**src/hdl/srs_pkg.sv**
```systemverilog
package srs_pkg;

    // Field and register widths
    localparam int SAMPLE_WIDTH = 16;
    localparam int COEF_WIDTH   = 20;
    localparam int STATE_WIDTH  = 24;
    localparam int WET_WIDTH    = 17;
    localparam int COEF_FRAC    = 16;
    localparam int WET_FRAC     = 16;

    // Shared multiplier and accumulator widths
    localparam int OPA_W  = ((STATE_WIDTH > SAMPLE_WIDTH) ? STATE_WIDTH : SAMPLE_WIDTH) + 1;
    localparam int OPB_W  = (COEF_WIDTH > WET_WIDTH) ? COEF_WIDTH + 1 : WET_WIDTH + 1;
    localparam int PROD_W = OPA_W + OPB_W;
    localparam int ACC_W  = PROD_W + 2;

    localparam logic [WET_WIDTH-1:0] WET_ONE = WET_WIDTH'(65536);

    localparam logic signed [COEF_WIDTH-1:0] COEF_X0_RST = COEF_WIDTH'(820);
    localparam logic signed [COEF_WIDTH-1:0] COEF_Y1_RST = COEF_WIDTH'(129387);
    localparam logic signed [COEF_WIDTH-1:0] COEF_Y2_RST = COEF_WIDTH'(-64882);

    // Configuration register indexes
    localparam int CFG_IDX_W = 2;
    localparam logic [CFG_IDX_W-1:0] CFG_COEF_X0 = CFG_IDX_W'(0);
    localparam logic [CFG_IDX_W-1:0] CFG_COEF_Y1 = CFG_IDX_W'(1);
    localparam logic [CFG_IDX_W-1:0] CFG_COEF_Y2 = CFG_IDX_W'(2);

    // Microprogram step addresses
    localparam int STEP_W = 4;
    localparam logic [STEP_W-1:0] ST_WAIT  = STEP_W'(0);
    localparam logic [STEP_W-1:0] ST_FILT0 = STEP_W'(1);
    localparam logic [STEP_W-1:0] ST_FILT1 = STEP_W'(2);
    localparam logic [STEP_W-1:0] ST_FILT2 = STEP_W'(3);
    localparam logic [STEP_W-1:0] ST_FILT3 = STEP_W'(4);
    localparam logic [STEP_W-1:0] ST_YOUT  = STEP_W'(5);
    localparam logic [STEP_W-1:0] ST_MIX0  = STEP_W'(6);
    localparam logic [STEP_W-1:0] ST_MIX1  = STEP_W'(7);
    localparam logic [STEP_W-1:0] ST_MIX2  = STEP_W'(8);
    localparam logic [STEP_W-1:0] ST_MOUT  = STEP_W'(9);
    localparam logic [STEP_W-1:0] ST_EMIT  = STEP_W'(10);

    typedef enum logic [2:0] {
        MUL_NONE,
        MUL_X_C0,
        MUL_P1_C1,
        MUL_P2_C2,
        MUL_Y_WET,
        MUL_X_DRY
    } mul_sel_t;

    typedef enum logic [1:0] {
        ACC_HOLD,
        ACC_LOAD,
        ACC_ADD
    } acc_op_t;

    typedef enum logic [1:0] {
        JMP_NONE,
        JMP_NO_INPUT,
        JMP_LEFT,
        JMP_OUT_BUSY
    } jump_t;

    typedef struct packed {
        logic              accept;
        mul_sel_t          mul_sel;
        acc_op_t           acc_op;
        logic              write_y;
        logic              write_mix;
        logic              emit;
        jump_t             jump;
        logic [STEP_W-1:0] target;
        logic              last;
    } uword_t;

    typedef struct packed {
        uword_t uw;
        logic   chan;
        logic   load_in;
        logic   load_out;
    } srs_ctrl_t;

    typedef struct packed {
        logic in_valid;
        logic out_busy;
    } srs_stat_t;

    typedef struct packed {
        logic signed [SAMPLE_WIDTH-1:0] left_sample;
        logic signed [SAMPLE_WIDTH-1:0] right_sample;
        logic        [WET_WIDTH-1:0]    wet_level;
    } srs_in_t;

    typedef struct packed {
        logic signed [SAMPLE_WIDTH-1:0] left_out;
        logic signed [SAMPLE_WIDTH-1:0] right_out;
    } srs_out_t;

    function automatic uword_t uword(input logic accept, input mul_sel_t mul_sel,
                                     input acc_op_t acc_op, input logic write_y,
                                     input logic write_mix, input logic emit,
                                     input jump_t jump, input logic [STEP_W-1:0] target,
                                     input logic last);
        uword_t w;
        w.accept    = accept;
        w.mul_sel   = mul_sel;
        w.acc_op    = acc_op;
        w.write_y   = write_y;
        w.write_mix = write_mix;
        w.emit      = emit;
        w.jump      = jump;
        w.target    = target;
        w.last      = last;
        return w;
    endfunction

    // Microprogram: one pass over the filter and mix per channel, left then right
    function automatic uword_t ucode_rom(input logic [STEP_W-1:0] step);
        uword_t w;
        unique case (step)
            ST_WAIT:  w = uword(1'b1, MUL_NONE,  ACC_HOLD, 1'b0, 1'b0, 1'b0,
                                JMP_NO_INPUT, ST_WAIT, 1'b0);
            ST_FILT0: w = uword(1'b0, MUL_X_C0,  ACC_HOLD, 1'b0, 1'b0, 1'b0,
                                JMP_NONE, ST_WAIT, 1'b0);
            ST_FILT1: w = uword(1'b0, MUL_P1_C1, ACC_LOAD, 1'b0, 1'b0, 1'b0,
                                JMP_NONE, ST_WAIT, 1'b0);
            ST_FILT2: w = uword(1'b0, MUL_P2_C2, ACC_ADD,  1'b0, 1'b0, 1'b0,
                                JMP_NONE, ST_WAIT, 1'b0);
            ST_FILT3: w = uword(1'b0, MUL_NONE,  ACC_ADD,  1'b0, 1'b0, 1'b0,
                                JMP_NONE, ST_WAIT, 1'b0);
            ST_YOUT:  w = uword(1'b0, MUL_NONE,  ACC_HOLD, 1'b1, 1'b0, 1'b0,
                                JMP_NONE, ST_WAIT, 1'b0);
            ST_MIX0:  w = uword(1'b0, MUL_Y_WET, ACC_HOLD, 1'b0, 1'b0, 1'b0,
                                JMP_NONE, ST_WAIT, 1'b0);
            ST_MIX1:  w = uword(1'b0, MUL_X_DRY, ACC_LOAD, 1'b0, 1'b0, 1'b0,
                                JMP_NONE, ST_WAIT, 1'b0);
            ST_MIX2:  w = uword(1'b0, MUL_NONE,  ACC_ADD,  1'b0, 1'b0, 1'b0,
                                JMP_NONE, ST_WAIT, 1'b0);
            ST_MOUT:  w = uword(1'b0, MUL_NONE,  ACC_HOLD, 1'b0, 1'b1, 1'b0,
                                JMP_LEFT, ST_FILT0, 1'b0);
            ST_EMIT:  w = uword(1'b0, MUL_NONE,  ACC_HOLD, 1'b0, 1'b0, 1'b1,
                                JMP_OUT_BUSY, ST_EMIT, 1'b1);
            default:  w = uword(1'b0, MUL_NONE,  ACC_HOLD, 1'b0, 1'b0, 1'b0,
                                JMP_NONE, ST_WAIT, 1'b1);
        endcase
        return w;
    endfunction

endpackage

```
**src/hdl/srs_useq.sv**
```systemverilog
module srs_useq (
    input  logic              clk,
    input  logic              rst_n,
    input  srs_pkg::srs_stat_t stat,
    output srs_pkg::srs_ctrl_t ctrl
);
    import srs_pkg::*;

    logic [STEP_W-1:0] step_reg, step_next;
    logic              chan_reg, chan_next;
    uword_t            uw;
    logic              taken;

    assign uw = ucode_rom(step_reg);

    always_comb
    begin
        ctrl.uw       = uw;
        ctrl.chan     = chan_reg;
        ctrl.load_in  = uw.accept && stat.in_valid;
        ctrl.load_out = uw.emit && !stat.out_busy;
    end

    always_comb
    begin
        unique case (uw.jump)
            JMP_NONE:     taken = 1'b0;
            JMP_NO_INPUT: taken = !stat.in_valid;
            JMP_LEFT:     taken = !chan_reg;
            JMP_OUT_BUSY: taken = stat.out_busy;
            default:      taken = 1'b0;
        endcase
    end

    always_comb
    begin
        priority if (taken)
            step_next = uw.target;
        else if (uw.last)
            step_next = ST_WAIT;
        else
            step_next = STEP_W'(step_reg + 1'b1);
    end

    always_comb
    begin
        priority if (ctrl.load_in)
            chan_next = 1'b0;
        else if (uw.jump == JMP_LEFT && !chan_reg)
            chan_next = 1'b1;
        else
            chan_next = chan_reg;
    end

    always_ff @(posedge clk or negedge rst_n)
    begin
        if (!rst_n)
        begin
            step_reg <= ST_WAIT;
            chan_reg <= 1'b0;
        end
        else
        begin
            step_reg <= step_next;
            chan_reg <= chan_next;
        end
    end

`ifndef SYNTHESIS
    a_start_filter: assert property (@(posedge clk) disable iff (!rst_n)
        ctrl.load_in |=> (step_reg == ST_FILT0 && !chan_reg))
        else $error("accepted item did not start the left filter pass");
    a_emit_right: assert property (@(posedge clk) disable iff (!rst_n)
        step_reg == ST_EMIT |-> chan_reg)
        else $error("result emitted before the right channel was done");
    a_step_range: assert property (@(posedge clk) disable iff (!rst_n)
        step_reg <= ST_EMIT)
        else $error("step counter left the microprogram");
`endif

endmodule

```
**src/hdl/srs_dp.sv**
```systemverilog
module srs_dp (
    input  logic                                   clk,
    input  logic                                   rst_n,
    input  srs_pkg::srs_ctrl_t                     ctrl,
    input  srs_pkg::srs_in_t                       in_data,
    input  logic signed [srs_pkg::COEF_WIDTH-1:0]  coef_x0,
    input  logic signed [srs_pkg::COEF_WIDTH-1:0]  coef_y1,
    input  logic signed [srs_pkg::COEF_WIDTH-1:0]  coef_y2,
    output srs_pkg::srs_out_t                      out_data
);
    import srs_pkg::*;

    localparam int YSH_W = ACC_W - COEF_FRAC;
    localparam int MSH_W = ACC_W - WET_FRAC;
    localparam logic signed [YSH_W-1:0] Y_MAX =
        {{(YSH_W - STATE_WIDTH + 1){1'b0}}, {(STATE_WIDTH - 1){1'b1}}};
    localparam logic signed [YSH_W-1:0] Y_MIN = ~Y_MAX;
    localparam logic signed [MSH_W-1:0] M_MAX =
        {{(MSH_W - SAMPLE_WIDTH + 1){1'b0}}, {(SAMPLE_WIDTH - 1){1'b1}}};
    localparam logic signed [MSH_W-1:0] M_MIN = ~M_MAX;
    localparam logic signed [ACC_W-1:0] Y_HALF = ACC_W'(1) <<< (COEF_FRAC - 1);
    localparam logic signed [ACC_W-1:0] M_HALF = ACC_W'(1) <<< (WET_FRAC - 1);

    logic signed [SAMPLE_WIDTH-1:0] xl_reg, xr_reg, mixl_reg, mixr_reg;
    logic        [WET_WIDTH-1:0]    wet_reg;
    logic signed [STATE_WIDTH-1:0]  lp1_reg, lp2_reg, rp1_reg, rp2_reg, y_reg;
    logic signed [PROD_W-1:0]       prod_reg;
    logic signed [ACC_W-1:0]        acc_reg;
    srs_out_t                       out_reg;

    logic signed [SAMPLE_WIDTH-1:0] x_sel;
    logic signed [STATE_WIDTH-1:0]  p1_sel, p2_sel;
    logic        [WET_WIDTH-1:0]    wet_in, dry;
    logic signed [OPA_W-1:0]        op_a;
    logic signed [OPB_W-1:0]        op_b;
    logic signed [ACC_W-1:0]        y_rnd, m_rnd;
    logic signed [YSH_W-1:0]        y_sh;
    logic signed [MSH_W-1:0]        m_sh;
    logic signed [STATE_WIDTH-1:0]  y_sat;
    logic signed [SAMPLE_WIDTH-1:0] m_sat;

    assign x_sel  = ctrl.chan ? xr_reg : xl_reg;
    assign p1_sel = ctrl.chan ? rp1_reg : lp1_reg;
    assign p2_sel = ctrl.chan ? rp2_reg : lp2_reg;
    assign wet_in = (in_data.wet_level > WET_ONE) ? WET_ONE : in_data.wet_level;
    assign dry    = WET_ONE - wet_reg;

    always_comb
    begin
        unique case (ctrl.uw.mul_sel)
            MUL_X_C0:
            begin
                op_a = OPA_W'(x_sel);
                op_b = OPB_W'(coef_x0);
            end
            MUL_P1_C1:
            begin
                op_a = OPA_W'(p1_sel);
                op_b = OPB_W'(coef_y1);
            end
            MUL_P2_C2:
            begin
                op_a = OPA_W'(p2_sel);
                op_b = OPB_W'(coef_y2);
            end
            MUL_Y_WET:
            begin
                op_a = OPA_W'(y_reg);
                op_b = OPB_W'($signed({1'b0, wet_reg}));
            end
            MUL_X_DRY:
            begin
                op_a = OPA_W'(x_sel);
                op_b = OPB_W'($signed({1'b0, dry}));
            end
            default:
            begin
                op_a = '0;
                op_b = '0;
            end
        endcase
    end

    // Round half up, then clip to the feedback and sample ranges
    assign y_rnd = acc_reg + Y_HALF;
    assign m_rnd = acc_reg + M_HALF;
    assign y_sh  = y_rnd[ACC_W-1:COEF_FRAC];
    assign m_sh  = m_rnd[ACC_W-1:WET_FRAC];

    always_comb
    begin
        priority if (y_sh > Y_MAX)
            y_sat = Y_MAX[STATE_WIDTH-1:0];
        else if (y_sh < Y_MIN)
            y_sat = Y_MIN[STATE_WIDTH-1:0];
        else
            y_sat = y_sh[STATE_WIDTH-1:0];
    end

    always_comb
    begin
        priority if (m_sh > M_MAX)
            m_sat = M_MAX[SAMPLE_WIDTH-1:0];
        else if (m_sh < M_MIN)
            m_sat = M_MIN[SAMPLE_WIDTH-1:0];
        else
            m_sat = m_sh[SAMPLE_WIDTH-1:0];
    end

    always_ff @(posedge clk)
    begin
        if (ctrl.load_in)
        begin
            xl_reg  <= in_data.left_sample;
            xr_reg  <= in_data.right_sample;
            wet_reg <= wet_in;
        end
        prod_reg <= op_a * op_b;
        unique case (ctrl.uw.acc_op)
            ACC_LOAD: acc_reg <= ACC_W'(prod_reg);
            ACC_ADD:  acc_reg <= acc_reg + ACC_W'(prod_reg);
            default:  acc_reg <= acc_reg;
        endcase
        if (ctrl.uw.write_y)
            y_reg <= y_sat;
        if (ctrl.uw.write_mix)
        begin
            if (ctrl.chan)
                mixr_reg <= m_sat;
            else
                mixl_reg <= m_sat;
        end
        if (ctrl.load_out)
        begin
            out_reg.left_out  <= mixl_reg;
            out_reg.right_out <= mixr_reg;
        end
    end

    // Feedback history: advance one channel when its new value is ready
    always_ff @(posedge clk or negedge rst_n)
    begin
        if (!rst_n)
        begin
            lp1_reg <= '0;
            lp2_reg <= '0;
            rp1_reg <= '0;
            rp2_reg <= '0;
        end
        else if (ctrl.uw.write_y)
        begin
            if (ctrl.chan)
            begin
                rp2_reg <= rp1_reg;
                rp1_reg <= y_sat;
            end
            else
            begin
                lp2_reg <= lp1_reg;
                lp1_reg <= y_sat;
            end
        end
    end

    assign out_data = out_reg;

endmodule

```
**src/hdl/stereo_two_pole_resonator.sv**
```systemverilog
// Stereo two-pole resonator with wet/dry mix.
// Input channel (in_valid, in_stall, in_data): one item carries a left and a
// right sample and a wet level; it is taken at a clock edge with in_valid high
// and in_stall low. Output channel (out_valid, out_stall, out_data): one item
// of two mixed samples per input item, held while out_stall is high.
// Configuration: cfg_we with cfg_index 0, 1, 2 writes coef_x0, coef_y1,
// coef_y2 from cfg_data; index 3 is ignored. Write only while idle.
// Sequencing: a microprogram drives one shared multiplier and accumulator,
// nine steps per channel, left then right, then an emit step. No new item is
// taken until the sequencer has emitted the last one and returned to its wait
// step. A stall on the output holds the sequencer in its emit step, with at
// most one finished item waiting in the output register.
// Reset clears the filter history and the handshake state and loads the
// default coefficients; the block is ready to accept in the first cycle.
module stereo_two_pole_resonator (
    input  logic                                  clk,
    input  logic                                  rst_n,
    input  logic                                  in_valid,
    output logic                                  in_stall,
    input  srs_pkg::srs_in_t                      in_data,
    output logic                                  out_valid,
    input  logic                                  out_stall,
    output srs_pkg::srs_out_t                     out_data,
    input  logic                                  cfg_we,
    input  logic [srs_pkg::CFG_IDX_W-1:0]         cfg_index,
    input  logic [srs_pkg::COEF_WIDTH-1:0]        cfg_data
);
    import srs_pkg::*;

    logic signed [COEF_WIDTH-1:0] coef_x0_reg, coef_y1_reg, coef_y2_reg;
    logic                         out_valid_reg, out_valid_next;
    srs_ctrl_t                    ctrl;
    srs_stat_t                    stat;

    always_ff @(posedge clk or negedge rst_n)
    begin
        if (!rst_n)
        begin
            coef_x0_reg <= COEF_X0_RST;
            coef_y1_reg <= COEF_Y1_RST;
            coef_y2_reg <= COEF_Y2_RST;
        end
        else if (cfg_we)
        begin
            unique case (cfg_index)
                CFG_COEF_X0: coef_x0_reg <= $signed(cfg_data);
                CFG_COEF_Y1: coef_y1_reg <= $signed(cfg_data);
                CFG_COEF_Y2: coef_y2_reg <= $signed(cfg_data);
                default:     coef_x0_reg <= coef_x0_reg;
            endcase
        end
    end

    assign stat.in_valid = in_valid;
    assign stat.out_busy = out_valid_reg && out_stall;

    always_comb
    begin
        priority if (ctrl.load_out)
            out_valid_next = 1'b1;
        else if (!out_stall)
            out_valid_next = 1'b0;
        else
            out_valid_next = out_valid_reg;
    end

    always_ff @(posedge clk or negedge rst_n)
    begin
        if (!rst_n)
            out_valid_reg <= 1'b0;
        else
            out_valid_reg <= out_valid_next;
    end

    srs_useq u_useq (
        .clk  (clk),
        .rst_n(rst_n),
        .stat (stat),
        .ctrl (ctrl)
    );

    srs_dp u_dp (
        .clk     (clk),
        .rst_n   (rst_n),
        .ctrl    (ctrl),
        .in_data (in_data),
        .coef_x0 (coef_x0_reg),
        .coef_y1 (coef_y1_reg),
        .coef_y2 (coef_y2_reg),
        .out_data(out_data)
    );

    assign in_stall  = !ctrl.uw.accept;
    assign out_valid = out_valid_reg;

`ifndef SYNTHESIS
    a_out_from_emit: assert property (@(posedge clk) disable iff (!rst_n)
        $rose(out_valid) |-> $past(ctrl.load_out))
        else $error("output item appeared without an emit step");
    a_out_hold: assert property (@(posedge clk) disable iff (!rst_n)
        out_valid && out_stall |=> out_valid)
        else $error("stalled output item was dropped");
    a_out_data_hold: assert property (@(posedge clk) disable iff (!rst_n)
        out_valid && out_stall |=> $stable(out_data))
        else $error("stalled output item changed");
`endif

endmodule

```
**config.mk**
```make
export PLATFORM = sky130hd
export DESIGN_NAME = stereo_two_pole_resonator
export DESIGN_NICKNAME = d
export VERILOG_FILES = /design/src/hdl/srs_pkg.sv /design/src/hdl/srs_useq.sv /design/src/hdl/srs_dp.sv /design/src/hdl/stereo_two_pole_resonator.sv
export SDC_FILE = /design/constraint.sdc
export NUM_CORES = 2
export LEC_CHECK = 0
export BUFFER_PORTS_ARGS = -buffer_cell sky130_fd_sc_hd__buf_2
export CAP_MARGIN = 20
export CORE_UTILIZATION = 61
export DETAILED_ROUTE_END_ITERATION = 12
export PLACE_DENSITY = 0.76
export SLEW_MARGIN = 25
export SYNTH_ARGS = -nofsm -noshare
export SYNTH_HDL_FRONTEND = slang
export SYNTH_HIERARCHICAL = 1
export SYNTH_SLANG_ARGS = --single-unit
```
**constraint.sdc**
```tcl
create_clock -name clk -period 10.9 [get_ports clk]
set_input_delay 2.18 -clock clk [delete_from_list [all_inputs] [get_ports clk]]
set_output_delay 2.18 -clock clk [all_outputs]
set_load 0.005 [all_outputs]
```
==> run metrics <==
clk buf depth 3; IO Pins 110; Total Wirelength 97190 µm; CTS tree yes; worst hold endpoint u_dp/out_data[13]; most frequent CP cell fa_1; HPWL after DPL 76910 µm; GRT Total Usage 0.3186; Worst Path Max Fanout 29; CTS Sinks 393; Syn Nets ~4.6k; share of layout cells above drive strength 1 0.1283; CP startpoint u_useq/step_reg[0]; # DRC 0; hold path startpoint u_dp/mixr_reg[13]; synthesized cell area 37590 µm²; FF-to-FF End u_dp/prod_reg[45]; Syn Inst Count 3827; num rows 90; synth warn 6; drt wl/cell between 20 and 25 µm; r2r startpoint u_useq/step_reg[0]; grt ovf 0; most frequent cells in the layout inv_1 (730), fa_1 (524), nand2_1 (416), nor2_1 (313), edfxtp_1 (185); port bufs 109; worst min path class reg2reg; slowest CP cell fa_1; Worst Hold Depth 0; Setup Skew 0.03000 ns; vias in the first global route around 28k; first-pass GRT wire length 153900 µm; pin count of the biggest net entering global routing slightly above 80; max reg flops 48; Fin Setup TNS 0 ns; TritonCTS Buffers 41; CP arrival 10.56 ns; f_max 0.09888 GHz; CP endpoint kind register; Final GP Congestion 1.010; Layout Nets 4668; initial antenna violation count 1; status finished clean; post-route ant nets 0; slew of the pin with the lowest slew margin between 1 and 1.5 ns; # Post-CTS Setup Buffers 0; DRT iter0 DRCs around 2.3k; Slew Limit Headroom 0.2902; Fill cells around 4.8k; worst reg-to-reg path cell count 32; 1st-pass router iterations 7; post-layout min period 10.11 ns; max-cap check violation count 0; Core ar. around 61000 µm²; critical path's largest stage delay 0.82 ns; # resized after CTS 0; chip width 250.3 µm; Root Driver clkbuf_16; FF-to-FF setup slack approximately 0.8 ns; Slew Viols, Final 0; area grow syn2layout 7.904%; FF+latch area 10560 µm²; via count 27.48k; Worst setup SP type register; initial core utilization 0.6205; Req. time, crit path ~11 ns; Ant. Diodes 0; Final setup viols 0; later-pin clock latency in the skew report approximately 0.58 ns; Die Span Y approximately 250 µm; most common cell after layout, fill and taps aside inv_1; RSZ-0062 raised after global routing no; Final Hold Viols 0; hold_buf cts 0; H-tree depth 2; Via density 5.834; Setup CP Type reg2reg; multi-input combinational cell area 23680 µm²; final period utilization 0.9278; Avg Cell Area, Syn 9.824 µm²; clk slew on worst S/H paths 0.06 ns; die area 62630 µm²
-- stage by stage --
step           instance area (µm²)  cells  hold slack, ns  utilization  worst slack [ns]
2_1_floorplan                37590   3827          0.4003            -             1.839
3_3_place_gp                 39160   4633          0.4002       0.6464            0.7408
3_5_place_dp                 39210   4635          0.4045       0.6472            0.5780
4_1_cts                      40560   4710          0.4154       0.6694            0.5605
5_1_grt                      40570   4710          0.4197       0.6696           0.08383
6_report                     40570   4710          0.4178       0.6696            0.7868
-- worst max-delay path by stage --
| stage | slack (ns) | end |
|---|---|---|
| 6_report | 0.79 | u_dp/prod_reg[45] |
| 5_1_grt | 0.08 | u_dp/prod_reg[45] |
| 4_1_cts | 0.56 | u_dp/prod_reg[45] |
| 3_5_place_dp | 0.58 | u_dp/prod_reg[45] |
| 3_3_place_gp | 0.74 | u_dp/prod_reg[42] |
| 2_1_floorplan | 1.84 | u_dp/prod_reg[42] |
-- per-layer routing --
metal,wire length [µm],GRT usage,up-vias
met2,43530,0.4862,1251
met1,38880,0.4322,13660
met3,9617,0.07752,219
met4,5147,0.1481,2
met5,13,0,-
li1,-,-,12350
-- area by class of cell --
cell class	count	share of cell area
clock buffer	50	0.02665
timing repair buffer	196	0.03060
tap	782	0.02412
multi-input combinational	2532	0.5838
sequential	393	0.2604
clock inverter	25	0.006600
inverter	732	0.06779
-- critical path: cells and delay by family, from the launching register on --
family          cells  cell delay [ns]
flops               1             0.45
compound gates     10             2.29
xor+xnor            1             0.14
buf+inv             6             1.27
fa+ha+maj           9             4.45
simple gates        6             1.38
Power is left out: the tool's default activity adds up to more than one toggle a clock period on the data nets, which glitch-free logic cannot reach.
